### config.mk
export PLATFORM = sky130hd
export DESIGN_NAME = bitmap_allocation_map
export DESIGN_NICKNAME = d
export VERILOG_FILES = /design/src/hdl/bam_pkg.sv /design/src/hdl/bitmap_allocation_map.sv /design/src/hdl/bam_zero_find.sv /design/src/hdl/bam_map_mem.sv /design/src/hdl/bam_ctrl.sv
export SDC_FILE = /design/constraint.sdc
export NUM_CORES = 2
export LEC_CHECK = 0
export BUFFER_PORTS_ARGS = -buffer_cell sky130_fd_sc_hd__clkbuf_2
export CORE_ASPECT_RATIO = 2
export CORE_MARGIN = 3
export CORE_UTILIZATION = 55
export DETAILED_ROUTE_END_ITERATION = 12
export GPL_TIMING_DRIVEN = 0
export PLACE_DENSITY = 0.72
export SLEW_MARGIN = 30
export SYNTH_ARGS = -nofsm -noshare
export SYNTH_HDL_FRONTEND = slang
export SYNTH_SLANG_ARGS = --single-unit
### constraint.sdc
create_clock -name i_clk -period 13.8 [get_ports i_clk]
set_input_delay 2.07 -clock i_clk [delete_from_list [all_inputs] [get_ports i_clk]]
set_output_delay 2.07 -clock i_clk [all_outputs]
set_load 0.02 [all_outputs]
### src/hdl/bam_pkg.sv
// Shared types and constants for the bitmap allocation map.
// Holds the operation codes, memory request struct and sizing constants.
// No dependencies.
package bam_pkg;

    localparam int MAP_BYTES_DEF = 512;   // default number of bitmap rows
    localparam int INDEX_ROWS    = 512;   // rows that a 12-bit bit index can reach
    localparam int ROW_BITS      = 8;
    localparam int WORD_ROWS     = 8;     // rows packed into one memory word
    localparam int WORD_BITS     = ROW_BITS * WORD_ROWS;
    localparam int WORD_AW_MAX   = 6;     // address bits for INDEX_ROWS / WORD_ROWS words
    localparam int POS_W         = 6;     // bit position inside a memory word
    localparam int ROW_SEL_W     = 3;     // row inside a word, bit inside a row
    localparam int IDX_W         = 12;
    localparam int MODE_W        = 2;
    localparam int USED_W        = 10;
    localparam int APB_AW        = 3;
    localparam int APB_DW        = 32;

    localparam logic [USED_W-1:0]    USED_RESET  = 10'd512;
    localparam logic [ROW_BITS-1:0]  FULL_ROW    = 8'hff;
    localparam logic [ROW_SEL_W-1:0] ROW_POS_MAX = 3'd7;

    // register index, carried on paddr[2]
    localparam logic REG_USED_BYTES = 1'b0;

    typedef enum logic [MODE_W-1:0] {
        MODE_TEST  = 2'd0,
        MODE_SET   = 2'd1,
        MODE_CLEAR = 2'd2,
        MODE_FIND  = 2'd3
    } t_mode;

    typedef struct packed {
        logic                   we;
        logic [WORD_AW_MAX-1:0] waddr;
        logic [WORD_BITS-1:0]   wdata;
        logic                   re;
        logic [WORD_AW_MAX-1:0] raddr;
    } t_mem_req;

endpackage

### src/hdl/bitmap_allocation_map.sv
// Top level of the bitmap allocation map: APB register, sequencer and bitmap store.
// Depends on bam_pkg, bam_ctrl, bam_map_mem.
//
//   channel   handshake                      payload
//   --------  -----------------------------  ------------------------------------
//   command   start, busy (take: start&!busy) i_mode, i_bit_index
//   result    o_done (one-cycle strobe)      o_bit_value, o_found, o_found_index
//   config    psel/penable/pwrite, pready=1   paddr, pwdata, prdata (used_bytes @ 0)
//
// Test, set and clear go through a read state and then a modify/write state before the result strobe.
// Find reads one 64-bit word (8 rows) a cycle until it hits a free bit or passes the last used row.
// An out-of-range index or an empty find range returns its result strobe in the cycle after acceptance.
// Reset clears the per-word valid flags at once, so the bitmap reads as all free immediately.
// The result strobe cannot be stalled; the next command is taken once busy is low.
module bitmap_allocation_map #(
    parameter int MAP_BYTES = bam_pkg::MAP_BYTES_DEF
) (
    input  logic                              i_clk,
    input  logic                              i_rst_n,
    input  logic                              start,
    output logic                              busy,
    input  logic [bam_pkg::MODE_W-1:0]        i_mode,
    input  logic [bam_pkg::IDX_W-1:0]         i_bit_index,
    output logic                              o_done,
    output logic                              o_bit_value,
    output logic                              o_found,
    output logic [bam_pkg::IDX_W-1:0]         o_found_index,
    input  logic                              psel,
    input  logic                              penable,
    input  logic                              pwrite,
    input  logic [bam_pkg::APB_AW-1:0]        paddr,
    input  logic [bam_pkg::APB_DW-1:0]        pwdata,
    output logic [bam_pkg::APB_DW-1:0]        prdata,
    output logic                              pready
);

    localparam int ROWS  = (MAP_BYTES < bam_pkg::INDEX_ROWS) ? MAP_BYTES : bam_pkg::INDEX_ROWS;
    localparam int WORDS = (ROWS + bam_pkg::WORD_ROWS - 1) / bam_pkg::WORD_ROWS;
    localparam int AW    = (WORDS > 1) ? $clog2(WORDS) : 1;
    localparam int CW    = $clog2(WORDS + 1);

    logic [bam_pkg::USED_W-1:0]    r_used_bytes;
    logic                          cfg_wr;
    bam_pkg::t_mem_req             mem_req;
    logic [bam_pkg::WORD_BITS-1:0] mem_rdata;

    assign pready = 1'b1;
    assign cfg_wr = psel && penable && pwrite && pready;

    always_ff @(posedge i_clk) begin
        if (!i_rst_n) begin
            r_used_bytes <= bam_pkg::USED_RESET;
        end else if (cfg_wr && (paddr[2] == bam_pkg::REG_USED_BYTES)) begin
            r_used_bytes <= pwdata[bam_pkg::USED_W-1:0];
        end
    end

    assign prdata = (paddr[2] == bam_pkg::REG_USED_BYTES) ?
                    bam_pkg::APB_DW'(r_used_bytes) : '0;

    bam_ctrl #(
        .ROWS  (ROWS),
        .WORDS (WORDS),
        .AW    (AW),
        .CW    (CW)
    ) u_ctrl (
        .i_clk         (i_clk),
        .i_rst_n       (i_rst_n),
        .i_start       (start),
        .i_mode        (i_mode),
        .i_bit_index   (i_bit_index),
        .i_used_bytes  (r_used_bytes),
        .i_rdata       (mem_rdata),
        .o_req         (mem_req),
        .o_busy        (busy),
        .o_done        (o_done),
        .o_bit_value   (o_bit_value),
        .o_found       (o_found),
        .o_found_index (o_found_index)
    );

    bam_map_mem #(
        .WORDS (WORDS),
        .AW    (AW)
    ) u_map_mem (
        .i_clk   (i_clk),
        .i_rst_n (i_rst_n),
        .i_req   (mem_req),
        .o_rdata (mem_rdata)
    );

endmodule

### src/hdl/bam_zero_find.sv
// First-zero encoder over one 64-bit bitmap word, rows outside range masked.
// Depends on bam_pkg.
module bam_zero_find (
    input  logic [bam_pkg::WORD_BITS-1:0] i_word,
    input  logic [bam_pkg::WORD_ROWS-1:0] i_row_en,
    output logic                          o_hit,
    output logic [bam_pkg::POS_W-1:0]     o_pos
);

    logic [bam_pkg::WORD_ROWS-1:0] row_free;
    logic [bam_pkg::ROW_SEL_W-1:0] row_sel;
    logic [bam_pkg::ROW_SEL_W-1:0] bit_sel;
    logic [bam_pkg::ROW_BITS-1:0]  row_val;

    always_comb begin
        for (int j = 0; j < bam_pkg::WORD_ROWS; j++) begin
            row_free[j] = i_row_en[j] &&
                (i_word[j*bam_pkg::ROW_BITS +: bam_pkg::ROW_BITS] != bam_pkg::FULL_ROW);
        end
        // scan downwards so the lowest free row wins
        row_sel = '0;
        for (int j = bam_pkg::WORD_ROWS - 1; j >= 0; j--) begin
            if (row_free[j]) begin
                row_sel = bam_pkg::ROW_SEL_W'(j);
            end
        end
        row_val = i_word[row_sel*bam_pkg::ROW_BITS +: bam_pkg::ROW_BITS];
        bit_sel = bam_pkg::ROW_POS_MAX;
        for (int k = bam_pkg::ROW_BITS - 1; k >= 0; k--) begin
            if (!row_val[k]) begin
                bit_sel = bam_pkg::ROW_SEL_W'(k);
            end
        end
        o_hit = |row_free;
        o_pos = {row_sel, bit_sel};
    end

endmodule

### src/hdl/bam_map_mem.sv
// Bitmap store: one-read one-write synchronous memory of 64-bit words.
// Per-word valid flags make unwritten words read as zero after reset. Depends on bam_pkg.
module bam_map_mem #(
    parameter int WORDS = 64,
    parameter int AW    = 6
) (
    input  logic                          i_clk,
    input  logic                          i_rst_n,
    input  bam_pkg::t_mem_req             i_req,
    output logic [bam_pkg::WORD_BITS-1:0] o_rdata
);

    logic [bam_pkg::WORD_BITS-1:0] r_mem [WORDS];
    logic [WORDS-1:0]              r_valid;
    logic [bam_pkg::WORD_BITS-1:0] r_q;
    logic                          r_q_valid;

    always_ff @(posedge i_clk) begin
        if (i_req.we) begin
            r_mem[i_req.waddr[AW-1:0]] <= i_req.wdata;
        end
        if (i_req.re) begin
            r_q <= r_mem[i_req.raddr[AW-1:0]];
        end
    end

    always_ff @(posedge i_clk) begin
        if (!i_rst_n) begin
            r_valid   <= '0;
            r_q_valid <= 1'b0;
        end else begin
            if (i_req.we) begin
                r_valid[i_req.waddr[AW-1:0]] <= 1'b1;
            end
            if (i_req.re) begin
                r_q_valid <= r_valid[i_req.raddr[AW-1:0]];
            end
        end
    end

    assign o_rdata = r_q_valid ? r_q : '0;

endmodule

### src/hdl/bam_ctrl.sv
// Operation sequencer: read for test, read-modify-write for set/clear, pipelined word scan for find.
// Depends on bam_pkg and bam_zero_find; drives bam_map_mem through a t_mem_req.
module bam_ctrl #(
    parameter int ROWS  = 512,
    parameter int WORDS = 64,
    parameter int AW    = 6,
    parameter int CW    = 7
) (
    input  logic                          i_clk,
    input  logic                          i_rst_n,
    input  logic                          i_start,
    input  logic [bam_pkg::MODE_W-1:0]    i_mode,
    input  logic [bam_pkg::IDX_W-1:0]     i_bit_index,
    input  logic [bam_pkg::USED_W-1:0]    i_used_bytes,
    input  logic [bam_pkg::WORD_BITS-1:0] i_rdata,
    output bam_pkg::t_mem_req             o_req,
    output logic                          o_busy,
    output logic                          o_done,
    output logic                          o_bit_value,
    output logic                          o_found,
    output logic [bam_pkg::IDX_W-1:0]     o_found_index
);

    typedef enum logic [3:0] {
        ST_IDLE   = 4'b0001,
        ST_READ   = 4'b0010,
        ST_MODIFY = 4'b0100,
        ST_SCAN   = 4'b1000
    } t_state;

    t_state                        r_state, n_state;
    bam_pkg::t_mode                r_mode, n_mode;
    logic [bam_pkg::IDX_W-1:0]     r_idx, n_idx;
    logic [CW-1:0]                 r_nw, n_nw;
    logic [bam_pkg::ROW_SEL_W-1:0] r_tail, n_tail;
    logic [CW-1:0]                 r_issue, n_issue;
    logic                          r_chk_vld, n_chk_vld;
    logic [AW-1:0]                 r_chk_word, n_chk_word;
    logic                          r_done, n_done;
    logic                          r_bit_value, n_bit_value;
    logic                          r_found, n_found;
    logic [bam_pkg::IDX_W-1:0]     r_found_index, n_found_index;

    logic [bam_pkg::USED_W-1:0]    lim;
    logic [bam_pkg::USED_W:0]      nw_full;
    logic                          in_store;
    logic                          last_word;
    logic [bam_pkg::ROW_SEL_W:0]   tail_rows;
    logic [bam_pkg::WORD_ROWS-1:0] row_en;
    logic                          hit;
    logic [bam_pkg::POS_W-1:0]     hit_pos;
    logic [bam_pkg::WORD_BITS-1:0] bit_mask;

    // scanned rows saturate at the stored/addressable row count
    assign lim = (i_used_bytes > bam_pkg::USED_W'(ROWS)) ? bam_pkg::USED_W'(ROWS)
                                                          : i_used_bytes;
    assign nw_full  = ({1'b0, lim} + (bam_pkg::USED_W + 1)'(bam_pkg::ROW_POS_MAX)) >> 3;
    assign in_store = ({1'b0, i_bit_index[bam_pkg::IDX_W-1:3]} < bam_pkg::USED_W'(ROWS));

    assign last_word = (CW'(r_chk_word) == (r_nw - CW'(1)));
    assign tail_rows = (r_tail == '0) ? (bam_pkg::ROW_SEL_W + 1)'(bam_pkg::WORD_ROWS)
                                      : {1'b0, r_tail};
    assign bit_mask  = bam_pkg::WORD_BITS'(1) << r_idx[bam_pkg::POS_W-1:0];

    always_comb begin
        for (int j = 0; j < bam_pkg::WORD_ROWS; j++) begin
            row_en[j] = !last_word || ((bam_pkg::ROW_SEL_W + 1)'(j) < tail_rows);
        end
    end

    bam_zero_find u_zero_find (
        .i_word   (i_rdata),
        .i_row_en (row_en),
        .o_hit    (hit),
        .o_pos    (hit_pos)
    );

    always_comb begin
        n_state       = r_state;
        n_mode        = r_mode;
        n_idx         = r_idx;
        n_nw          = r_nw;
        n_tail        = r_tail;
        n_issue       = r_issue;
        n_chk_vld     = 1'b0;
        n_chk_word    = r_chk_word;
        n_done        = 1'b0;
        n_bit_value   = 1'b0;
        n_found       = 1'b0;
        n_found_index = '0;
        o_req         = '0;

        unique case (r_state)
            ST_IDLE: begin
                if (i_start) begin
                    n_mode  = bam_pkg::t_mode'(i_mode);
                    n_idx   = i_bit_index;
                    n_nw    = CW'(nw_full);
                    n_tail  = lim[bam_pkg::ROW_SEL_W-1:0];
                    n_issue = '0;
                    if (bam_pkg::t_mode'(i_mode) == bam_pkg::MODE_FIND) begin
                        if (nw_full == '0) begin
                            n_done = 1'b1;
                        end else begin
                            n_state = ST_SCAN;
                        end
                    end else if (in_store) begin
                        n_state = ST_READ;
                    end else begin
                        n_done = 1'b1;
                    end
                end
            end
            ST_READ: begin
                o_req.re    = 1'b1;
                o_req.raddr = bam_pkg::WORD_AW_MAX'(r_idx[bam_pkg::POS_W +: AW]);
                n_state     = ST_MODIFY;
            end
            ST_MODIFY: begin
                n_done      = 1'b1;
                n_state     = ST_IDLE;
                o_req.waddr = bam_pkg::WORD_AW_MAX'(r_idx[bam_pkg::POS_W +: AW]);
                case (r_mode)
                    bam_pkg::MODE_TEST: begin
                        n_bit_value = i_rdata[r_idx[bam_pkg::POS_W-1:0]];
                    end
                    bam_pkg::MODE_SET: begin
                        o_req.we    = 1'b1;
                        o_req.wdata = i_rdata | bit_mask;
                    end
                    bam_pkg::MODE_CLEAR: begin
                        o_req.we    = 1'b1;
                        o_req.wdata = i_rdata & ~bit_mask;
                    end
                    default: begin
                    end
                endcase
            end
            ST_SCAN: begin
                // issue one word read a cycle; check the word returned from the previous read
                if (r_issue < r_nw) begin
                    o_req.re    = 1'b1;
                    o_req.raddr = bam_pkg::WORD_AW_MAX'(r_issue[AW-1:0]);
                    n_issue     = r_issue + CW'(1);
                    n_chk_vld   = 1'b1;
                    n_chk_word  = r_issue[AW-1:0];
                end
                if (r_chk_vld) begin
                    if (hit) begin
                        n_done        = 1'b1;
                        n_found       = 1'b1;
                        n_found_index = (bam_pkg::IDX_W'(r_chk_word) << bam_pkg::POS_W) |
                                        bam_pkg::IDX_W'(hit_pos);
                        n_chk_vld     = 1'b0;
                        n_state       = ST_IDLE;
                    end else if (last_word) begin
                        n_done    = 1'b1;
                        n_chk_vld = 1'b0;
                        n_state   = ST_IDLE;
                    end
                end
            end
            default: begin
                n_state = ST_IDLE;
            end
        endcase
    end

    always_ff @(posedge i_clk) begin
        if (!i_rst_n) begin
            r_state   <= ST_IDLE;
            r_chk_vld <= 1'b0;
            r_done    <= 1'b0;
        end else begin
            r_state   <= n_state;
            r_chk_vld <= n_chk_vld;
            r_done    <= n_done;
        end
    end

    always_ff @(posedge i_clk) begin
        r_mode        <= n_mode;
        r_idx         <= n_idx;
        r_nw          <= n_nw;
        r_tail        <= n_tail;
        r_issue       <= n_issue;
        r_chk_word    <= n_chk_word;
        r_bit_value   <= n_bit_value;
        r_found       <= n_found;
        r_found_index <= n_found_index;
    end

    assign o_busy        = (r_state != ST_IDLE);
    assign o_done        = r_done;
    assign o_bit_value   = r_bit_value;
    assign o_found       = r_found;
    assign o_found_index = r_found_index;

endmodule

==> flow_summary.toml <==
[layout]
nNetsFinal = 9450
final_cell_mix = "edfxtp_1, nand2_1, mux4_2, clkbuf_16, clkbuf_1"
final_common_cell = "edfxtp_1"
syn2layout_area_growth_pct = 16.7
multi_input_area_um2 = 38800
fillers = 19627
drive_above_1_share = 0.260
finalNonFillerCells = 13736
seq_area_um2 = 128000

[sta]
fin_crit_sh = 0.510
setup-violations-final = 0
max_slew_margin = 0.190
post-route-min-period_ns = 7.03
fin_skew_ns = 0.0534
tightestPinTransition_ns = 1.21
holdWs_ns = 0.469
setup_tns_ns = 0
hold_viol = 0
rsz0062_at_grt = "no"
fmax_ghz = 0.142
slew_violations = 0

[grt]
grt_use_total = 0.341
antenna_found_initial = 32
grt_pass1_vias = 96597
gr-total-overflow = 0
grt_pass1_wl_um = 733000
grt_max_degree = 42

[yosys]
async_reset_ff_frac = 0
synth_area_um2 = 168000
yosysSeqAreaShare = 0.763
ys_seq_elements = 4292
synth_cell_type_count = 87
ys_warn_count = 0
syn_inst = 8443
synth_ff_type = "edfxtp_1"
synth_edf_count = 4197
syn_area_per_cell_um2 = 19.9

[clocking]
cts_sinks = 4292
postCtsHoldBufs = 0
cts.repair.resized = 0
clock_latency_ns = 0.94
cts_tree = "done"
clk_pin_slew_worst_paths_ns = 0.07
clockRootBuffer = "clkbuf_16"
cts_buffer_depth = 4
cts_buffers = 347
postCtsSetupBuffers = 0
h-tree-depth = 5

[die]
core_area_um2 = 303000
die_y_um = 787
dieArea_um2 = 312000
die_w_um = 396
ioPinCount = 104
start_util = 0.553
num_rows = 286

[job]
maxCapViolations = 0

[drt]
drc = 0
drt_pre_antenna_iters = 10
drt_iter0_drc = 12611
wl_per_cell_um = 38.6
vias = 94144
antenna_left = 0
totalWireLength_um = 530000
viasPerCell = 6.85

[worst_setup_path]
worstPathMaxFanout = 12
critPathLaunchType = "flip-flop"
crit_arrival_ns = 7.81
slowest_delay_ns = 0.96
cp-end-kind = "flip-flop"
critical_path.top_delay_family = "compound AO/OA/AOI/OAI gates"
crit_buf_inv = 4
path_class = "reg2reg"
crit_required_ns = 14.57
path_cells = "ha_1 -> a21o_1 -> a21oi_1 -> a2bb2oi_2 -> and2_1 -> a22o_1 -> buf_2 -> clkbuf_2 -> buf_12 -> clkbuf_1 -> nand2_1 -> a311oi_1 -> nor3_1 -> a31oi_1"
critPathSlowestCell = "a311oi_1"

[pwr]
power_per_cell_area_nw_per_um2 = 136
p_leak_nw = 71.0
p_total_mw = 26.5
vdd_drop_max_mv = 0.138

[status]
status = "completed"

[placement]
dp_hpwl_um = 381000
dp.cells = 13065
gp_congestion = 0.998
portBuffers = 55

[min_path]
hold_class = "reg2reg"
routing by layer:
| metal | share of wire | up-vias | global-route usage |
|---|---|---|---|
| li1 | - | 36428 | - |
| met1 | 0.28 | 48272 | 0.349 |
| met2 | 0.50 | 7091 | 0.569 |
| met3 | 0.099 | 2337 | 0.0872 |
| met4 | 0.11 | 16 | 0.313 |
| met5 | 0.00024 | - | 0.000311 |
synth_stat cells, types with 71 or more instances:
cell type	number	area share
and2_1	144	0.0054
nor3_1	88	0.0026
buf_1	71	0.0016
buf_2	107	0.0032
nor2_1	118	0.0026
o211ai_1	134	0.0060
nand2_1	1100	0.025
clkbuf_1	302	0.0068
mux4_2	1043	0.14
a311oi_1	128	0.0067
dfxtp_1	95	0.011
nand3_1	156	0.0047
edfxtp_1	4197	0.75
a21oi_1	116	0.0035
a211oi_1	203	0.0091
layout make-up:
class	count	area share
Sequential cell	4292	0.654
Tap cell	4032	0.0258
Timing Repair Buffer	571	0.0517
Multi-Input combinational cell	3621	0.198
Antenna cell	45	0.000575
Clock buffer	422	0.0469
Inverter	17	0.000326
Buffer	534	0.0125
Clock inverter	202	0.0101
report_power, final:
group / leakage (nW) / internal [mW] / switching (mW) / total, mW
Clock: 5.40 / 5.39 / 4.62 / 10.0
Sequential: 49.4 / 14.2 / 0.119 / 14.3
Combinational: 16.3 / 0.609 / 1.63 / 2.24
Total: 71.0 / 20.2 / 6.37 / 26.5
state kept, by name, indices dropped and copies added, names as in the netlist, 3 cells and up:
| signal | count |
|---|---|
| u_map_mem.r_valid | 64 |
| u_ctrl.o_found_index | 12 |
| u_ctrl.r_idx | 12 |
| r_used_bytes | 10 |
| u_ctrl.r_state | 4 |
| u_ctrl.r_issue | 7 |
| u_map_mem.r_mem | 4096 |
| u_ctrl.r_chk_word | 6 |
| u_ctrl.r_tail | 3 |
| u_ctrl.r_nw | 7 |
| u_map_mem.r_q | 64 |
through the flow:
step	cell area, um2	utilization	setup slack, ns
after floorplan	168000	-	8.37
after global placement	173000	0.570	2.88
after detailed placement	184000	0.607	7.26
after CTS	195000	0.644	7.15
after global routing	196000	0.645	6.96
final	196000	0.645	6.77
final timing paths:
path | from | end | slack [ns] | depth (start not counted)
hold reg to reg | u_map_mem.r_valid[44] | u_map_mem.r_valid[44] | 0.47 | 1
hold / removal | u_map_mem.r_valid[44] | u_map_mem.r_valid[44] | 0.47 | 1
setup / recovery | u_ctrl.r_issue[1] | u_map_mem.r_q[53] | 6.77 | 14
setup reg to reg | u_ctrl.r_issue[1] | u_map_mem.r_q[53] | 6.77 | 14
worst reg2reg max path, cell delays in order, from the launching register on:
cell,delay (ns)
edfxtp_1,0.60
ha_1,0.38
a21o_1,0.16
a21oi_1,0.21
a2bb2oi_2,0.47
and2_1,0.26
a22o_1,0.84
buf_2,0.76
clkbuf_2,0.33
buf_12,0.22
clkbuf_1,0.77
nand2_1,0.30
a311oi_1,0.96
nor3_1,0.39
a31oi_1,0.25
cell families after synthesis:
logic type | count (synthesis) | share of synthesized area
other cells | 2 | 0.0000448
xor+xnor | 15 | 0.000866
flops | 4292 | 0.763
simple gates | 1702 | 0.0439
buf+inv | 551 | 0.0145
mux | 1056 | 0.141
fa+ha+maj | 11 | 0.000821
compound gates | 814 | 0.0361
No activity file was read; power rests on OpenSTA's default activity.
